### config.mk
export PLATFORM = sky130hd
export DESIGN_NAME = csl_ctrl
export DESIGN_NICKNAME = d
export VERILOG_FILES = /design/src/rtl/csl_pkg.sv /design/src/rtl/csl_ctrl.sv
export SDC_FILE = /design/constraint.sdc
export NUM_CORES = 1
export LEC_CHECK = 0
export BUFFER_PORTS_ARGS = -buffer_cell sky130_fd_sc_hd__buf_2
export CAP_MARGIN = 10
export CORE_AREA = 4 4 65 67
export CTS_BUF_LIST = sky130_fd_sc_hd__clkbuf_8
export CTS_CLUSTER_SIZE = 12
export DETAILED_ROUTE_END_ITERATION = 8
export DIE_AREA = 0 0 69 71
export GPL_TIMING_DRIVEN = 0
export PLACE_DENSITY_LB_ADDON = 0.3
export SYNTH_ARGS = -nofsm -noshare
export SYNTH_HDL_FRONTEND = slang
export SYNTH_SLANG_ARGS = --single-unit
### constraint.sdc
create_clock -name clk -period 3.3 [get_ports clk]
set_clock_uncertainty 0.15 [all_clocks]
set_input_delay 0.165 -clock clk [delete_from_list [all_inputs] [get_ports clk]]
set_output_delay 0.165 -clock clk [all_outputs]
set_load 0.02 [all_outputs]
### src/rtl/csl_pkg.sv
// Shared types and constants for the cursor sequence list.
// No dependencies; compiled first.
package csl_pkg;

	localparam int MAX_ITEMS_DEF = 64;
	localparam int WORD_BITS_DEF = 32;
	localparam int GROUP_SIZE    = 8;

	localparam int CMD_W   = 3;
	localparam int VALUE_W = 32;
	localparam int COUNT_W = 7;
	localparam int STAT_W  = 2;

	typedef enum logic [CMD_W-1:0] {
		CMD_START   = 3'd0,
		CMD_ADVANCE = 3'd1,
		CMD_INSERT  = 3'd2,
		CMD_ATTACH  = 3'd3,
		CMD_REMOVE  = 3'd4,
		CMD_READ    = 3'd5
	} cmd_t;

	typedef enum logic [STAT_W-1:0] {
		ST_OK   = 2'd0,
		ST_FULL = 2'd1,
		ST_NONE = 2'd2
	} status_t;

	typedef enum logic [1:0] {
		OP_HOLD = 2'd0,
		OP_INS  = 2'd1,
		OP_REM  = 2'd2
	} op_t;

	typedef struct packed {
		op_t     op;
		status_t status;
	} ctrl_t;

endpackage

### src/rtl/csl_ctrl.sv
// Cursor and count control: decodes a command into a chain operation and a status.
// Depends on csl_pkg for command, status and operation types.
module csl_ctrl #(
	parameter int MAX_ITEMS = csl_pkg::MAX_ITEMS_DEF,
	parameter int PW        = $clog2(MAX_ITEMS + 1)
) (
	input  logic                     clk,
	input  logic                     arst_n,
	input  logic                     accept,
	input  logic [csl_pkg::CMD_W-1:0] cmd,
	output csl_pkg::ctrl_t           ctrl,
	output logic [PW-1:0]            pos,
	output logic [PW-1:0]            cursor,
	output logic [PW-1:0]            count,
	output logic                     has
);
	import csl_pkg::*;

	localparam logic [PW-1:0] MAX_P = PW'(MAX_ITEMS);
	localparam logic [PW-1:0] ONE   = PW'(1);

	logic [PW-1:0] count_q, cursor_q;
	logic [PW-1:0] count_d, cursor_d;
	logic          full;

	assign has  = cursor_q < count_q;
	assign full = count_q >= MAX_P;

	always_comb begin
		count_d     = count_q;
		cursor_d    = cursor_q;
		pos         = '0;
		ctrl.op     = OP_HOLD;
		ctrl.status = ST_OK;
		if (accept) begin
			case (cmd_t'(cmd))
				CMD_START: cursor_d = '0;
				CMD_ADVANCE: begin
					if (has)
						cursor_d = cursor_q + ONE;
					else
						ctrl.status = ST_NONE;
				end
				CMD_INSERT: begin
					if (full) begin
						ctrl.status = ST_FULL;
					end else begin
						pos      = has ? cursor_q : '0;
						cursor_d = pos;
						count_d  = count_q + ONE;
						ctrl.op  = OP_INS;
					end
				end
				CMD_ATTACH: begin
					if (full) begin
						ctrl.status = ST_FULL;
					end else begin
						pos      = has ? cursor_q + ONE : count_q;
						cursor_d = pos;
						count_d  = count_q + ONE;
						ctrl.op  = OP_INS;
					end
				end
				CMD_REMOVE: begin
					if (has) begin
						pos     = cursor_q;
						count_d = count_q - ONE;
						ctrl.op = OP_REM;
					end else begin
						ctrl.status = ST_NONE;
					end
				end
				default: ;
			endcase
		end
	end

	always_ff @(posedge clk or negedge arst_n) begin
		if (!arst_n) begin
			count_q  <= '0;
			cursor_q <= '0;
		end else begin
			count_q  <= count_d;
			cursor_q <= cursor_d;
		end
	end

	assign cursor = cursor_q;
	assign count  = count_q;

endmodule

==> results.sh <==
export IMPL_critPathTopFamily="buffers and inverters"
export IMPL_dieHeight_um=71
export IMPL_cpMostUsedCell="buf_2"
export IMPL_synth_top_area_share_pct=22.86
export IMPL_clockRootBuffer="clkbuf_8"
export IMPL_synth_simple_gate_area_share_pct=21.88
export IMPL_core_mm2=0.003633
export IMPL_synth_common_cells="nand2_1, o21ai_0, dfrtp_1, a21oi_1, ha_1"
export IMPL_slew_headroom_pct=65.69
export IMPL_via_per_inst=5.614
export IMPL_start_util_pct=42.18
export IMPL_slowest_delay_ps=500
export IMPL_grt_pass1_vias=1519
export IMPL_worst_pin_slew_ps=514.7
export IMPL_status="complete, no violations"
export IMPL_rows=22
export IMPL_cts_buffers=3
export IMPL_maxCapViolCount=0
export IMPL_grt_max_degree=15
export IMPL_drive_gt1_share_pct=24.11
export IMPL_p_int_mw=0.5270
export IMPL_cp_max_fo=12
export IMPL_drt_antenna_violating_nets=0
export IMPL_clock_sinks=14
export IMPL_synth_mux_area_share_pct=1.306
export IMPL_synthCells=192
export IMPL_port_buffers=29
export IMPL_layout_nets=245
export IMPL_path_cells="inv_1 > ha_1 > nand2_1 > nor2_1 > a21o_1 > buf_6 > buf_2 > nand3_1 > o21ai_0 > a32o_1 > buf_2"
export IMPL_antenna_found_initial=0
export IMPL_first_iter_violations=78
export IMPL_die_w_um=69
export IMPL_hold_class="input port to flop"
export IMPL_synth_xor_area_share_pct=5.714
export IMPL_syn_num_nets=211
export IMPL_synth_main_ff_cell="dfrtp_1"
export IMPL_p_leak_nw=0.8406
export IMPL_p_clk_share_pct=14.5
export IMPL_grt_usage_pct=18.08
export IMPL_swShare_pct=49.02
export IMPL_hold_viol_final=0
export IMPL_diodes=0
export IMPL_crit_path_end_kind="output pin"
export IMPL_clk_pin_slew_worst_paths_ps=70
export IMPL_drc=0
export IMPL_wl_per_cell_um=15.97
export IMPL_clockBufferDepth=2
export IMPL_routed_wl_um=4344
export IMPL_drv_slew=0
export IMPL_finalCritPeriodShare_pct=90.02
export IMPL_synth_area_mm2=0.001533
export IMPL_synth_compound_area_share_pct=29.96
export IMPL_yosys_warnings=0
export IMPL_synth_top_family_by_area="compound AO/OA/AOI/OAI gates"
export IMPL_drt_pass1_iter_count=4
export IMPL_clkLatencyLatePin_ps=260
export IMPL_syn2layout_area_growth_pct=16.90
export IMPL_synth_area_per_cell_um2=7.983
export IMPL_async_flop_share_pct=100.0
export IMPL_ys_top_cells_by_area="dfrtp_1, ha_1, o21ai_0"
export IMPL_post_cts_setup_buffer_count=0
export IMPL_die_area_mm2=0.004899
export IMPL_fmaxAchievable_mhz=336.6
export IMPL_final_cell_area_mm2=0.001792
export IMPL_synthDistinctLibCells=51
export IMPL_pwr_share_seq_pct=31.3
export IMPL_post_route_min_period_ps=2971
export IMPL_reg2reg_depth=10
export IMPL_dp_hpwl_um=3279
export IMPL_placed_cell_area_mm2=0.001738
export IMPL_ys_seq_area_share_pct=22.86
export IMPL_crit_slowest_cell="dfrtp_2"
export IMPL_power_density_mw_per_mm2=576.9
export IMPL_worst_path_buf_inv=4
export IMPL_overflow=0
export IMPL_cts_htree_levels=1
export IMPL_nFillCells=393
export IMPL_ys_seq_elements=14
export IMPL_rsz0062_at_grt="no"
export IMPL_cp_start_kind="flop"
export IMPL_synth_largest_area_cell="dfrtp_1"
export IMPL_synthAdderAreaFrac_pct=11.10
export IMPL_arrival_ps=2660
export IMPL_setup_viol_count_final=0
export IMPL_ioPinCount=32
export IMPL_cts_tree="done"
export IMPL_ir_drop_mv=0.3078
export IMPL_p_sw_mw=0.5067
export IMPL_path_class="flop to output pin"
export IMPL_min_path_cells=3
export IMPL_gp_congestion=0.9361
export IMPL_required_ps=2980
export IMPL_pwr_share_comb_pct=54.3
export IMPL_synth_edf_count=0
export IMPL_via_count=1527
export IMPL_cp_num_cells=11
export IMPL_grt_pass1_wl_um=7238
export IMPL_tns_ps=0
-- kinds of logic after synthesis --
kind of cell | Yosys count
AO/OA/AOI/OAI | 64
XOR/XNOR | 10
adder cells (fa/ha/maj) | 13
buffers and inverters | 24
flip-flops | 14
multiplexers | 2
AND/OR/NAND/NOR | 65
-- power by group through the flow --
stage          clock (mW)  sequential [mW]  combinational (mW)
3_3_place_gp            0            0.306               0.569
4_1_cts             0.148            0.321               0.561
6_report            0.149            0.323               0.561
2_1_floorplan           0            0.348               0.362
3_5_place_dp            0            0.308               0.574
5_1_grt             0.152            0.336               0.627
-- metal layers --
layer	global-route usage (%)	wire, um
met4	6.508	63
met5	0	0
met1	23.86	2010
met3	1.847	216
met2	30.61	2053
-- worst paths after layout --
kind | end | slack (ps) | start
hold / removal | count[6] | 130 | accept
hold reg to reg | count[4] | 480 | count[4]
max in group asynchronous | count[6] | 2520 | arst_n
setup reg to reg | cursor[5] | 670 | count[6]
setup / recovery | pos[5] | 330 | count[6]
min in group asynchronous | cursor[0] | 200 | arst_n
-- sequential cells by signal, indices dropped and copies added (netlist names) --
signal / flops
count: 7
cursor: 7
-- final cells by class --
class                   count  area (um^2)  area share (%)
multi-input cells         154         1077           60.13
flip-flops and latches     14        351.6           19.62
repair buffers             30        155.1           8.659
well taps                  48        60.06           3.352
plain buffers              11        58.81           3.282
inverters                  12        47.55           2.654
clock buffers               3        41.29           2.304
-- per-stage QoR --
step	utilization [%]	power, mW	hold slack [ps]	setup WS, ps	std cells
after floorplan	-	0.7095	-280.6	489.1	192
after global placement	47.83	0.8749	-56.41	289.0	269
after detailed placement	47.83	0.8813	-53.99	276.2	269
after CTS	49.28	1.030	126.7	198.4	272
after global routing	49.31	1.115	170.4	137.7	272
final	49.31	1.034	126.7	329.3	272
-- worst min-delay path, stage by stage --
cell and delay, ps:
buf_2 170, o21ai_0 90, a22oi_1 60
-- layout by cell type (no fill, tap or decap), types with 2 or more instances in the layout --
master,netlist,routed
and3_1,4,4
buf_2,4,33
nand3_1,7,7
o21ai_0,20,20
clkbuf_1,4,3
o21bai_1,2,2
xnor2_1,5,5
a22o_1,2,2
a2111oi_0,2,2
mux2i_1,2,2
nand2b_1,3,3
xor2_1,5,5
nand4_1,6,6
or3b_2,2,2
a21o_1,4,4
dfrtp_1,14,13
nor3_1,2,2
inv_2,2,2
nand2_1,20,20
or3_1,2,2
inv_1,9,9
and2_1,2,2
clkbuf_8,0,3
o21ai_1,2,2
nor2b_1,4,4
a2bb2oi_1,2,2
nor2_1,9,9
a32o_1,4,4
ha_1,12,12
a41oi_1,3,3
a21oi_1,12,12
-- repair_timing --
action | 4_1_cts | 5_1_grt
pin swaps | 0 | 0
hold buffers | 1 | 0
resized for setup | 1 | 1
setup endpoints to repair | 3 | 3
hold endpoints to repair | 14 | 0
Power figures use the tool's default switching activity.
