[src/rtl/csl_pkg.sv]
// Shared types and constants for the cursor sequence list.
// No dependencies; compiled first.
package csl_pkg;

	localparam int MAX_ITEMS_DEF = 64;
	localparam int WORD_BITS_DEF = 32;
	localparam int GROUP_SIZE    = 8;

	localparam int CMD_W   = 3;
	localparam int VALUE_W = 32;
	localparam int COUNT_W = 7;
	localparam int STAT_W  = 2;

	typedef enum logic [CMD_W-1:0] {
		CMD_START   = 3'd0,
		CMD_ADVANCE = 3'd1,
		CMD_INSERT  = 3'd2,
		CMD_ATTACH  = 3'd3,
		CMD_REMOVE  = 3'd4,
		CMD_READ    = 3'd5
	} cmd_t;

	typedef enum logic [STAT_W-1:0] {
		ST_OK   = 2'd0,
		ST_FULL = 2'd1,
		ST_NONE = 2'd2
	} status_t;

	typedef enum logic [1:0] {
		OP_HOLD = 2'd0,
		OP_INS  = 2'd1,
		OP_REM  = 2'd2
	} op_t;

	typedef struct packed {
		op_t     op;
		status_t status;
	} ctrl_t;

endpackage

[src/rtl/csl_cell.sv]
// One storage cell of the list chain: holds one word, shifts to or from its neighbors.
// Depends on csl_pkg for the chain operation type.
module csl_cell #(
	parameter int IDX       = 0,
	parameter int WORD_BITS = csl_pkg::WORD_BITS_DEF,
	parameter int PW        = 7
) (
	input  logic                 clk,
	input  csl_pkg::op_t         op,
	input  logic [PW-1:0]        pos,
	input  logic [WORD_BITS-1:0] word,
	input  logic [WORD_BITS-1:0] left,
	input  logic [WORD_BITS-1:0] right,
	input  logic [PW-1:0]        cursor,
	input  logic                 has,
	output logic [WORD_BITS-1:0] data,
	output logic [WORD_BITS-1:0] rd
);
	import csl_pkg::*;

	localparam logic [PW-1:0] IDX_P = PW'(IDX);

	logic [WORD_BITS-1:0] data_q;

	always_ff @(posedge clk) begin
		case (op)
			OP_INS: begin
				if (IDX_P > pos)
					data_q <= left;
				else if (IDX_P == pos)
					data_q <= word;
			end
			OP_REM: begin
				if (IDX_P >= pos)
					data_q <= right;
			end
			default: ;
		endcase
	end

	assign data = data_q;
	assign rd   = (has && IDX_P == cursor) ? data_q : '0;

endmodule

[config.mk]
export PLATFORM = sky130hd
export DESIGN_NAME = csl_cell
export DESIGN_NICKNAME = d
export VERILOG_FILES = /design/src/rtl/csl_pkg.sv /design/src/rtl/csl_cell.sv
export SDC_FILE = /design/constraint.sdc
export NUM_CORES = 1
export LEC_CHECK = 0
export BUFFER_PORTS_ARGS = -buffer_cell sky130_fd_sc_hd__buf_2
export CAP_MARGIN = 20
export CORE_MARGIN = 2
export CORE_UTILIZATION = 30
export CTS_CLUSTER_DIAMETER = 50
export DETAILED_ROUTE_END_ITERATION = 16
export GPL_ROUTABILITY_DRIVEN = 0
export PLACE_DENSITY_LB_ADDON = 0.05
export SYNTH_ARGS = -nofsm -noshare
export SYNTH_HDL_FRONTEND = slang
export SYNTH_SLANG_ARGS = --single-unit
[constraint.sdc]
create_clock -name clk -period 17.3 [get_ports clk]
set_input_delay 3.46 -clock clk [delete_from_list [all_inputs] [get_ports clk]]
set_output_delay 3.46 -clock clk [all_outputs]
set_load 0.01 [all_outputs]
==> impl_metrics.ini, run 1 <==
[outcome]
status = completed

[synth]
ys_ff_latch = 32
synth_area_per_cell_um2 = 12.8
syn-instance-count = 147
yosys_warnings = 0
netlist_area_mm2 = 0.00189
synth_nets = 261
seq_area_frac_synth_pct = 50.9
synth.distinct_cells = 16

[clock_tree]
root_buffer = clkbuf_8
cts_max_level = 2
cts_resized = 0
cts_tree = done
cts.clk_slew.worst_paths_ns = 0.06
numClockSinks = 32
cts_setup_buffers = 0
numCtsBuffers = 5
cts_hold_buffers = 0
cts_buffer_depth = 2

[place]
dp_hpwl_mm = 3.37
dp.cells = 356
postPlaceCellArea_mm2 = 0.00265
post-place-ws_ns = 8.63
port_buffers = 145

[grt]
grtUsageTotal_pct = 13.6
grt_overflow = 0
grt_pass1_wl_mm = 7.43
grt_max_degree = 33
grt_pass1_vias = 1546
antenna_found_initial = 0

[floorplan]
fp.dieW_um = 83.3
die_area_mm2 = 0.00694
start_util_pct = 31.5
fp.coreArea_mm2 = 0.00599
ios = 178
die_h_um = 83.3
row_count = 28

[worst_hold_path]
hp-class = input port to flop

[sta]
period_needed_ns = 8.60
tns_ns = 0
worstMarginPinSlew_ns = 0.933
hold_viol_final = 0
setup_viol = 0
fmax_ghz = 0.116
rsz0062_at_grt = no
layout_setup_ws_ns = 8.70
final_max_slew_viol_count = 0
slew_headroom_pct = 37.8
timing.final.crit_share_pct = 49.7
hold_ws_ns = 3.47

[power]
p_per_area_mw_per_mm2 = 58.7
total_power_mw = 0.161
leakagePower_nw = 1.29
ir_worst_vdd_v = 0.0000234

[detailed_routing]
drtIter0Drc = 34
totalWireLength_mm = 4.61
ant_nets = 0
post-route-drc-count = 0
first_pass_iters = 4
dr_total_vias = 1567
via_per_inst = 4.29
wire_per_inst_um = 12.6

[final_layout]
drive_gt1_share_pct = 74.5
layout_common_cells = 145 x buf_2, 32 x inv_1, 32 x edfxtp_1
finish.utilization_pct = 45.8
layoutNonFillerInstCount = 365
antenna_cells = 0
mostFrequentLayoutCell = buf_2
syn2layout_area_growth_pct = 45.5
largest_register_ffs = 32
final_nets = 403
final_area_mm2 = 0.00275

[critical_path]
crit_top_cell = buf_2
required_ns = 13.84
worstSetupEndpointType = primary output
cpLargestDelayFamily = simple AND/OR/NAND/NOR gates
cp_cell_sequence = buf_2 -> or4_2 -> nor3_1 -> buf_2
crit_type = input port to primary output
cp-start-kind = input port
slowest_delay_ns = 1.11
path_buf_inv = 2
cp_max_fo = 32
slowest_stage = or4_2
crit_arrival_ns = 5.14

[flow_run]
maxCapViolations = 0
==> routing by layer <==
| metal | up-vias | global-route usage (%) | share of wire (%) |
|---|---|---|---|
| li1 | 784 | - | - |
| met1 | 692 | 14.6 | 38 |
| met2 | 87 | 24.3 | 50 |
| met3 | 4 | 5.86 | 11 |
| met4 | 0 | 3.73 | 0.87 |
| met5 | - | 0 | 0 |
==> area by class of cell <==
cell class	count	area, µm²
tap	75	93.8
inverter	32	120
sequential	32	961
clock inverter	1	3.75
timing repair buffer	147	753
fill	564	3240
multi-input combinational	71	738
clock buffer	7	76.3
==> final timing paths <==
check                  from      end  depth (start not counted)
setup / recovery  cursor[1]   rd[31]                          4
hold / removal      word[5]  data[5]                          2
==> synthesized netlist by cell type <==
| cell type | count | share of area [%] |
|---|---|---|
| mux2_2 | 30 | 18 |
| nor4b_1 | 1 | 0.46 |
| buf_4 | 3 | 1.2 |
| nor3_2 | 30 | 16 |
| buf_2 | 4 | 1.1 |
| inv_1 | 32 | 6.4 |
| or4_1 | 2 | 0.79 |
| mux2_1 | 2 | 1.2 |
| buf_6 | 3 | 1.8 |
| or4b_1 | 1 | 0.53 |
| nor2_1 | 1 | 0.20 |
| edfxtp_1 | 32 | 51 |
| clkbuf_1 | 2 | 0.40 |
| nor3_1 | 2 | 0.53 |
| nor2b_1 | 1 | 0.33 |
| xnor2_1 | 1 | 0.46 |
==> cell families after synthesis <==
group                  synth area share [%]
buffers and inverters                  10.8
flip-flops                             50.9
XOR/XNOR                              0.464
AND/OR/NAND/NOR                        18.8
multiplexers                           19.1
==> power breakdown <==
part           internal, mW  switching [mW]  leakage, nW
sequential           0.0862        0.000134        0.288
clock                0.0280          0.0262       0.0399
combinational        0.0127         0.00782        0.961
total                 0.127          0.0342         1.29
Power figures use the tool's default switching activity.
==> inputs of run 2 (changes only) <==
--- a/config.mk
+++ b/config.mk
@@ -5,6 +5,7 @@
 export SDC_FILE = /design/constraint.sdc
 export NUM_CORES = 1
 export LEC_CHECK = 0
+export ABC_AREA = 1
 export BUFFER_PORTS_ARGS = -buffer_cell sky130_fd_sc_hd__buf_2
 export CAP_MARGIN = 20
 export CORE_MARGIN = 2
==> constraint.sdc (replaced) <==
create_clock -name clk -period 8.9 [get_ports clk]
set_input_delay 1.78 -clock clk [delete_from_list [all_inputs] [get_ports clk]]
set_output_delay 1.78 -clock clk [all_outputs]
set_load 0.01 [all_outputs]
==> impl_metrics.ini, run 2 <==
[grt]
grt_overflow = 0
grt_max_degree = 35
grtUsageTotal_pct = 14.8
grt_pass1_vias = 1837
antenna_found_initial = 0
grt_pass1_wl_mm = 8.38

[clock_tree]
cts_setup_buffers = 0
numClockSinks = 32
numCtsBuffers = 5
cts_resized = 0
cts.clk_slew.worst_paths_ns = 0.06
root_buffer = clkbuf_8
cts_tree = done
cts_hold_buffers = 0
cts_max_level = 2
cts_buffer_depth = 2

[final_layout]
final_nets = 488
mostFrequentLayoutCell = buf_2
layout_common_cells = 145 x buf_2, 72 x nand2_1, 45 x inv_1
regArea_um2 = 961
multi_input_area_um2 = 683
syn2layout_area_growth_pct = 42.8
drive_gt1_share_pct = 49.5
n_fill_cell = 641
largest_register_ffs = 32
finish.utilization_pct = 45.0
antenna_cells = 0

[detailed_routing]
via_per_inst = 4.19
ant_nets = 0
totalWireLength_mm = 5.09
first_pass_iters = 4
post-route-drc-count = 0
dr_total_vias = 1880
wire_per_inst_um = 11.3
drtIter0Drc = 94

[outcome]
status = completed

[floorplan]
fp.coreArea_mm2 = 0.00603
die_area_mm2 = 0.00699
start_util_pct = 31.5
fp.dieW_um = 83.6
die_h_um = 83.6
row_count = 28
ios = 178

[synth]
synth-main-ff-cell = edfxtp_1
netlist_area_mm2 = 0.00190
synth_edf_count = 32
synth.distinct_cells = 13
synth_area_per_cell_um2 = 8.09
synthArstFlopShare_pct = 0
yosysTopAreaCell = edfxtp_1
ys_top_cells_by_count = 72 x nand2_1, 45 x inv_1, 32 x edfxtp_1, 32 x nand3_1, 28 x nor2_2
seq_area_frac_synth_pct = 50.6
syn-instance-count = 235
synth_top_area_share_pct = 50.6
yosys-top-cells-area = edfxtp_1 51%, nand2_1 14%, nor2_2 9.2%, inv_1 8.9%, nand3_1 8.4%
yosysMostFrequentCell = nand2_1
ys_ff_latch = 32
synth_nets = 349
yosys_warnings = 0

[critical_path]
crit_cells = 7
slowest_delay_ns = 0.54
crit_type = input port to primary output
crit_arrival_ns = 3.03
required_ns = 7.12
cp-start-kind = input port
cp_cell_sequence = buf_2 -> inv_1 -> nand2_1 -> nor2_1 -> nand2_2 -> nor2_1 -> buf_2
path_buf_inv = 3
worstSetupEndpointType = primary output
cpLargestDelayFamily = simple AND/OR/NAND/NOR gates
cp_max_fo = 32
slowest_stage = nand2_2

[place]
post-place-ws_ns = 4.04
port_buffers = 145
dp_hpwl_mm = 3.56

[power]
total_power_mw = 0.313
p_per_area_mw_per_mm2 = 115
ir_worst_vdd_v = 0.0000431
leakagePower_nw = 1.57

[sta]
rsz0062_at_grt = no
setup_viol = 0
worstMarginPinSlew_ns = 0.995
timing.final.crit_share_pct = 54.0
period_needed_ns = 4.81
fmax_ghz = 0.208
slew_headroom_pct = 33.4
final_max_slew_viol_count = 0
layout_setup_ws_ns = 4.09
tns_ns = 0
hold_viol_final = 0

[worst_hold_path]
hold_start = word[19]
min_path_cells = 3
hp-class = input port to flop
hold_path_end = data[19]

[flow_run]
maxCapViolations = 0
[run 2: cell count changes after synthesis, sizes merged]
cell	change
nor2b	-1
nor2	+36
nand2	+74
mux2	-32
buf	+3
or4	-2
nor4b	-1
inv	+14
nor3	-32
or4b	-1
nand3	+32
clkbuf	-2
[run 2: cell type report]
| cell class | instances | share of cell area [%] |
|---|---|---|
| inverter | 46 | 6.36 |
| clock buffer | 6 | 2.67 |
| multi-input combinational | 144 | 25.2 |
| tap | 75 | 3.46 |
| clock inverter | 1 | 0.184 |
| sequential | 32 | 35.4 |
| timing repair buffer | 145 | 26.7 |
[run 2: worst max-delay path by stage]
stage / slack [ns] / from / end
after floorplan: 4.77 / cursor[6] / rd[10]
after global placement: 4.07 / cursor[0] / rd[0]
after detailed placement: 4.04 / cursor[0] / rd[7]
after CTS: 4.04 / cursor[0] / rd[7]
after global routing: 3.83 / cursor[0] / rd[31]
final: 4.09 / cursor[0] / rd[31]
[run 2: power by group]
part           internal [mW]  switching (mW)  total [mW]
registers              0.168        0.000293       0.168
logic                 0.0200          0.0208      0.0408
clock network         0.0531          0.0512       0.104
[run 2: metal layers]
| metal | wire length, µm | vias up | track usage [%] | share of wire, % |
|---|---|---|---|---|
| met2 | 2390 | 97 | 25.5 | 47 |
| met3 | 507 | 7 | 5.14 | 10 |
| met4 | 75 | 0 | 4.99 | 1.5 |
| li1 | - | 988 | - | - |
| met5 | 0 | - | 0 | 0 |
| met1 | 2120 | 788 | 17.1 | 42 |
[run 2: cell families after synthesis]
kind of cell / synth area share [%]
and+or+nand+nor: 35.1
xor gates and xnor gates: 0.461
buffers and inverters: 13.9
DFF: 50.6
[run 2: through the flow]
stage | hold WS, ns | instance area (µm²) | std cells
after floorplan | 1.96 | 1900 | 235
after global placement | 2.04 | 2640 | 442
after detailed placement | 2.05 | 2640 | 442
after CTS | 1.76 | 2710 | 449
after global routing | 1.75 | 2710 | 449
final | 1.76 | 2710 | 449
==> inputs of run 3 (changes only) <==
==> constraint.sdc (replaced) <==
create_clock -name clk -period 4.1 [get_ports clk]
set_input_delay 0.82 -clock clk [delete_from_list [all_inputs] [get_ports clk]]
set_output_delay 0.82 -clock clk [all_outputs]
set_load 0.01 [all_outputs]
==> impl_metrics.ini, run 3 (same netlist as run 2, synthesis figures left out) <==
[worst_hold_path]
hp-class = input port to flop

[critical_path]
slowest_stage = nand2_2
required_ns = 3.28
slowest_delay_ns = 0.54
crit_arrival_ns = 2.07
worstSetupEndpointType = primary output
cp_max_fo = 32
cpLargestDelayFamily = simple AND/OR/NAND/NOR gates
cp_cell_sequence = buf_2 -> inv_1 -> nand2_1 -> nor2_1 -> nand2_2 -> nor2_2 -> buf_2
crit_type = input port to primary output
crit_top_cell = buf_2
cp-start-kind = input port
path_buf_inv = 3

[outcome]
status = completed

[grt]
grtUsageTotal_pct = 14.9
grt_pass1_wl_mm = 8.42
antenna_found_initial = 0
grt_max_degree = 34
grt_pass1_vias = 1716
grt_overflow = 0

[final_layout]
final_nets = 489
drive_gt1_share_pct = 49.2
mostFrequentLayoutCell = buf_2
largest_register_ffs = 32
final_area_mm2 = 0.00272
multi_input_area_um2 = 683
antenna_cells = 0
syn2layout_area_growth_pct = 43.3
layout_common_cells = 145 x buf_2, 72 x nand2_1, 45 x inv_1
n_fill_cell = 647
layoutNonFillerInstCount = 451
regArea_um2 = 961

[floorplan]
ios = 178
start_util_pct = 31.5
fp.coreArea_mm2 = 0.00603
die_area_mm2 = 0.00699
row_count = 28
die_h_um = 83.6
fp.dieW_um = 83.6

[sta]
timing.final.crit_share_pct = 70.6
fmax_ghz = 0.346
setup_viol = 0
final_max_slew_viol_count = 0
period_needed_ns = 2.89
slew_headroom_pct = 33.8
worstMarginPinSlew_ns = 0.989
tns_ns = 0
layout_setup_ws_ns = 1.21
rsz0062_at_grt = no
hold_viol_final = 0

[detailed_routing]
via_per_inst = 4.19
ant_nets = 0
post-route-drc-count = 0
wire_per_inst_um = 11.4
dr_total_vias = 1889
drtIter0Drc = 96
first_pass_iters = 4
totalWireLength_mm = 5.12

[clock_tree]
numClockSinks = 32
cts_hold_buffers = 0
cts_setup_buffers = 0
cts_max_level = 2
cts_resized = 0
cts_tree = done
numCtsBuffers = 5
root_buffer = clkbuf_8
cts.clk_slew.worst_paths_ns = 0.07
cts_buffer_depth = 2

[place]
dp.cells = 443
postPlaceCellArea_mm2 = 0.00264
dp_hpwl_mm = 3.62
post-place-ws_ns = 1.16
port_buffers = 145

[power]
ir_worst_vdd_v = 0.0000998
leakagePower_nw = 1.58
p_per_area_mw_per_mm2 = 251
total_power_mw = 0.683

[flow_run]
maxCapViolations = 0
run 3: final cells by class:
cell class	count	share of cell area [%]
multi-input combinational	144	25.1
clock buffer	7	2.80
sequential	32	35.3
clock inverter	1	0.138
inverter	46	6.34
timing repair buffer	146	26.9
tap	75	3.45
run 3: where the power goes:
part           switching [mW]  internal, mW
Clock                   0.110         0.118
Combinational          0.0458        0.0441
Sequential           0.000647         0.364
run 3: path summary, 6_finish.rpt:
check                 start  depth (start not counted)       end  slack (ns)
hold / removal     word[16]                          3  data[16]        0.80
setup / recovery  cursor[0]                          7     rd[4]        1.21
run 3: through the flow:
| step | util [%] | hold slack [ns] |
|---|---|---|
| floorplan | - | 0.999 |
| global placement | 43.9 | 1.08 |
| detailed placement | 43.9 | 1.09 |
| CTS | 45.2 | 0.795 |
| global route | 45.2 | 0.795 |
| finish | 45.2 | 0.801 |
run 3: routing by layer:
layer	GRT usage [%]	routed length, µm	vias to the layer above	share of wire, %
met5	0	0	-	0
met4	3.52	46	0	0.90
met3	4.95	439	6	8.6
met2	24.4	2370	86	46
met1	19.1	2270	808	44
li1	-	-	989	-
